File: config.mk
export PLATFORM = sky130hd
export DESIGN_NAME = p2d_div
export DESIGN_NICKNAME = d
export VERILOG_FILES = /design/src/rtl/core/p2d_div.sv
export SDC_FILE = /design/constraint.sdc
export NUM_CORES = 1
export LEC_CHECK = 0
export CAP_MARGIN = 15
export CELL_PAD_IN_SITES_DETAIL_PLACEMENT = 1
export CELL_PAD_IN_SITES_GLOBAL_PLACEMENT = 2
export CORE_UTILIZATION = 44
export DETAILED_ROUTE_END_ITERATION = 12
export DONT_BUFFER_PORTS = 1
export HOLD_SLACK_MARGIN = 0.03
export PLACE_DENSITY_LB_ADDON = 0.1
export SLEW_MARGIN = 20
export SYNTH_ARGS = -nofsm -noshare
export SYNTH_HDL_FRONTEND = slang
export SYNTH_SLANG_ARGS = --single-unit
File: constraint.sdc
create_clock -name clk -period 3.6 [get_ports clk]
set_input_delay 0.18 -clock clk [delete_from_list [all_inputs] [get_ports clk]]
set_output_delay 0.18 -clock clk [all_outputs]
set_load 0.05 [all_outputs]
File: src/rtl/core/p2d_div.sv
// Iterative restoring divider for the pooling block, one quotient bit per cycle.
// Unsigned numerator and denominator; used for the window average.
// No dependencies.
module p2d_div #(
	parameter int NUM_W = 22,
	parameter int DEN_W = 7
) (
	input  logic             clk,
	input  logic             arst_n,
	input  logic             start,
	input  logic [NUM_W-1:0] num,
	input  logic [DEN_W-1:0] den,
	output logic             done,
	output logic [NUM_W-1:0] quo
);

	localparam int CNT_W = $clog2(NUM_W + 1);

	logic             busy_q;
	logic             done_q;
	logic [CNT_W-1:0] cnt_q;
	logic [DEN_W-1:0] rem_q;
	logic [DEN_W-1:0] den_q;
	logic [NUM_W-1:0] quo_q;

	logic [DEN_W:0]   shifted;
	logic             fits;

	always_comb begin
		shifted = {rem_q, quo_q[NUM_W-1]};
		fits    = (shifted >= {1'b0, den_q});
	end

	always_ff @(posedge clk or negedge arst_n) begin
		if (!arst_n) begin
			busy_q <= 1'b0;
			done_q <= 1'b0;
			cnt_q  <= '0;
		end else begin
			done_q <= 1'b0;
			if (start) begin
				busy_q <= 1'b1;
				cnt_q  <= '0;
			end else if (busy_q) begin
				cnt_q <= cnt_q + CNT_W'(1);
				if (cnt_q == CNT_W'(NUM_W - 1)) begin
					busy_q <= 1'b0;
					done_q <= 1'b1;
				end
			end
		end
	end

	always_ff @(posedge clk) begin
		if (start) begin
			rem_q <= '0;
			den_q <= den;
			quo_q <= num;
		end else if (busy_q) begin
			rem_q <= fits ? DEN_W'(shifted - {1'b0, den_q}) : DEN_W'(shifted);
			quo_q <= {quo_q[NUM_W-2:0], fits};
		end
	end

	assign done = done_q;
	assign quo  = quo_q;

endmodule

==> results.sh <==
export IMPL_core_area_sq_um=4848
export IMPL_grt_antenna_before_repair=0
export IMPL_n_fill_cell=483
export IMPL_fin_nets=233
export IMPL_hold_class="input pin to flip-flop"
export IMPL_die_y_um=74.02
export IMPL_detail_route_iter0_violations=25
export IMPL_max_stage_delay_ps=410
export IMPL_clk_latency_ps=300
export IMPL_clk_pin_slew_ps=80
export IMPL_setup_viol_count_final=0
export IMPL_grt_use_total=0.1790
export IMPL_hold_viol=0
export IMPL_wl_per_cell_um=16.61
export IMPL_cp_num_buf_inv=2
export IMPL_synth_cell_type_count=47
export IMPL_gp_congestion=0.7701
export IMPL_synthesis_area_sq_um=2282
export IMPL_max_freq_mhz=392.4
export IMPL_status="finished clean"
export IMPL_hold_buffers=9
export IMPL_whs_ps=79.68
export IMPL_seq_area_sq_um=1186
export IMPL_slew_viol_final=0
export IMPL_cts_tree="done"
export IMPL_finalPower_mw=1.447
export IMPL_rr_endpoint="rem_q[2]$_SDFFE_PP0P_"
export IMPL_powerDensity_nw_per_um2=582.7
export IMPL_crit_path_cell_trace="buf_4 > inv_1 > ha_1 > fa_1 > nand2b_1 > a211o_1 > and3_1 > a311oi_2"
export IMPL_start_util=0.4707
export IMPL_synth_edf_count=29
export IMPL_grt_pass1_vias=1566
export IMPL_drtAntennaViolNets=0
export IMPL_synth_seq_cells=43
export IMPL_numClockSinks=43
export IMPL_maxCapViolations=0
export IMPL_path_depth=8
export IMPL_ctsResizeCount=0
export IMPL_yosysWarnings=0
export IMPL_reg2reg_slack_ps=1050
export IMPL_routed_via_density=5.568
export IMPL_routed_wl_um=4301
export IMPL_worstSetupStartpointType="flip-flop"
export IMPL_place_hpwl_um=2943
export IMPL_dieArea_sq_um=5479
export IMPL_cts_buffers=5
export IMPL_slew_headroom=0.4318
export IMPL_ys_async_sr_fraction=0.1628
export IMPL_drc=0
export IMPL_worst_pin_slew_ps=852.4
export IMPL_tns_ps=0
export IMPL_syn_inst=186
export IMPL_fp_row_count=25
export IMPL_end_kind="flip-flop"
export IMPL_hp_start="start"
export IMPL_rsz0062_at_grt="no"
export IMPL_worst_r2r_cell_count=8
export IMPL_ctsLongestPathBuffers=2
export IMPL_cts_max_level=2
export IMPL_io_buffers=0
export IMPL_cts_root_buf="clkbuf_8"
export IMPL_min_to="rem_q[1]$_SDFFE_PP0P_"
export IMPL_worstPathArrival_ps=2760
export IMPL_synth_flop_cell="edfxtp_1"
export IMPL_multi_input_area_sq_um=989.7
export IMPL_fin_crit_sh=0.7080
export IMPL_crit_required_ps=3810
export IMPL_clock_skew_ps=7.049
export IMPL_dr_pass1_iters=4
export IMPL_leakage_nw=0.9581
export IMPL_path_class="flip-flop to flip-flop"
export IMPL_boundaryPins=55
export IMPL_grt_ovfl_total=0
export IMPL_drive_above_1_share=0.1979
export IMPL_cpMaxStageDelayCell="fa_1"
export IMPL_die_w_um=74.02
export IMPL_post_dp_cell_area_sq_um=2308
export IMPL_min_period_ps=2549
export IMPL_stdcell_area_sq_um=2484
export IMPL_n_antenna_cell=0
export IMPL_whs_path_depth=1
export IMPL_vias=1442
export IMPL_area_growth_pct=8.827
export IMPL_reg2reg_from="quo[21]$_DFFE_PP_"
export IMPL_vdd_ir_drop_max_v=0.0003055
export IMPL_yosysSeqAreaShare=0.5197
export IMPL_syn_avg_cell_area_sq_um=12.27
export IMPL_cts_setup_buffers=0
export IMPL_grt_pass1_wl_um=7203
export IMPL_syn_num_nets=228
export IMPL_cp_max_fo=9
export IMPL_crit_family="compound AO/OA/AOI/OAI gates"
export IMPL_grt_max_degree=39
## logic make-up after synthesis
kind of cell | synth area share
XOR/XNOR | 0.02686
multiplexers | 0.1080
AO/OA/AOI/OAI | 0.1212
adder cells (fa/ha/maj) | 0.05812
flip-flops | 0.5197
AND/OR/NAND/NOR | 0.1195
buffers and inverters | 0.04660
## power breakdown
group / switching [mW] / leakage (nW) / total (mW) / internal [mW]
sequential: 0.162 / 0.450 / 0.766 / 0.604
combinational: 0.195 / 0.467 / 0.377 / 0.182
clock: 0.168 / 0.0412 / 0.304 / 0.136
total: 0.526 / 0.958 / 1.45 / 0.921
## placed cells by master (no fill, tap or decap), drive strengths merged, types with 2 or more instances in the layout
master,synthesis,routed
a311oi,2,2
inv,11,11
a41oi,4,4
nand3b,2,2
nor3b,5,5
nand4,4,4
nand2b,4,4
a211oi,5,5
dfrtp,7,7
a21o,3,3
or2,3,3
o21ai,3,3
o21bai,2,2
nor2,15,15
dlygate4sd3,0,9
a31oi,2,2
xnor2,2,2
clkbuf,8,6
mux2,21,21
o31ai,2,2
edfxtp,29,29
nor2b,3,3
nand2,8,8
ha,9,9
xor2,5,5
dfxtp,7,7
## how the worst max path moves through the flow
stage | slack (ps) | startpoint | to
finish | 1050 | quo[21]$_DFFE_PP_ | rem_q[2]$_SDFFE_PP0P_
global route | 910 | quo[21]$_DFFE_PP_ | rem_q[2]$_SDFFE_PP0P_
CTS | 1050 | quo[21]$_DFFE_PP_ | rem_q[2]$_SDFFE_PP0P_
detailed placement | 1060 | quo[21]$_DFFE_PP_ | rem_q[2]$_SDFFE_PP0P_
global placement | 1140 | quo[21]$_DFFE_PP_ | rem_q[0]$_SDFFE_PP0P_
floorplan | 1030 | quo[21]$_DFFE_PP_ | rem_q[0]$_SDFFE_PP0P_
## stage by stage
stage,cells,setup slack (ps),util
6_report,259,1051,0.5123
5_1_grt,259,908.4,0.5123
4_1_cts,259,1051,0.5123
3_5_place_dp,242,1062,0.4761
3_3_place_gp,242,1141,0.4761
2_1_floorplan,186,1034,-
## Yosys cell counts, drive strengths merged, types with 4 or more instances
master   n  area (sq um)
edfxtp  29         870.8
mux2    21         236.5
nor2    15         56.30
inv     11         41.29
ha       9         112.6
clkbuf   8         30.03
nand2    8         30.03
dfrtp    7         175.2
dfxtp    7         140.1
a211oi   5         50.05
nor3b    5         37.54
xor2     5         43.79
a41oi    4         35.03
buf      4         35.03
nand2b   4         25.02
nand4    4         25.02
## flip-flops by register name, indices dropped and copies added, names as in the netlist
name,count
quo,22
den_q,7
rem_q,7
cnt_q,5
busy_q,1
done,1
## metal layers
| metal | vias to the layer above | routed length, um | track usage | part of all wire |
|---|---|---|---|---|
| li1 | 689 | - | - | - |
| met1 | 705 | 1755 | 0.2056 | 0.41 |
| met2 | 40 | 2185 | 0.3040 | 0.51 |
| met3 | 8 | 268 | 0.06369 | 0.062 |
| met4 | 0 | 91 | 0.07265 | 0.021 |
| met5 | - | 0 | 0 | 0 |
## area by class of cell
class                           instances  share of cell area
Sequential cell                        43              0.4776
Inverter                               11             0.01662
Tap cell                               67             0.03375
Timing Repair Buffer                   10             0.03929
Multi-Input combinational cell        120              0.3985
Clock buffer                            6             0.02922
Clock inverter                          2            0.005038
Power figures use the tool's default switching activity.
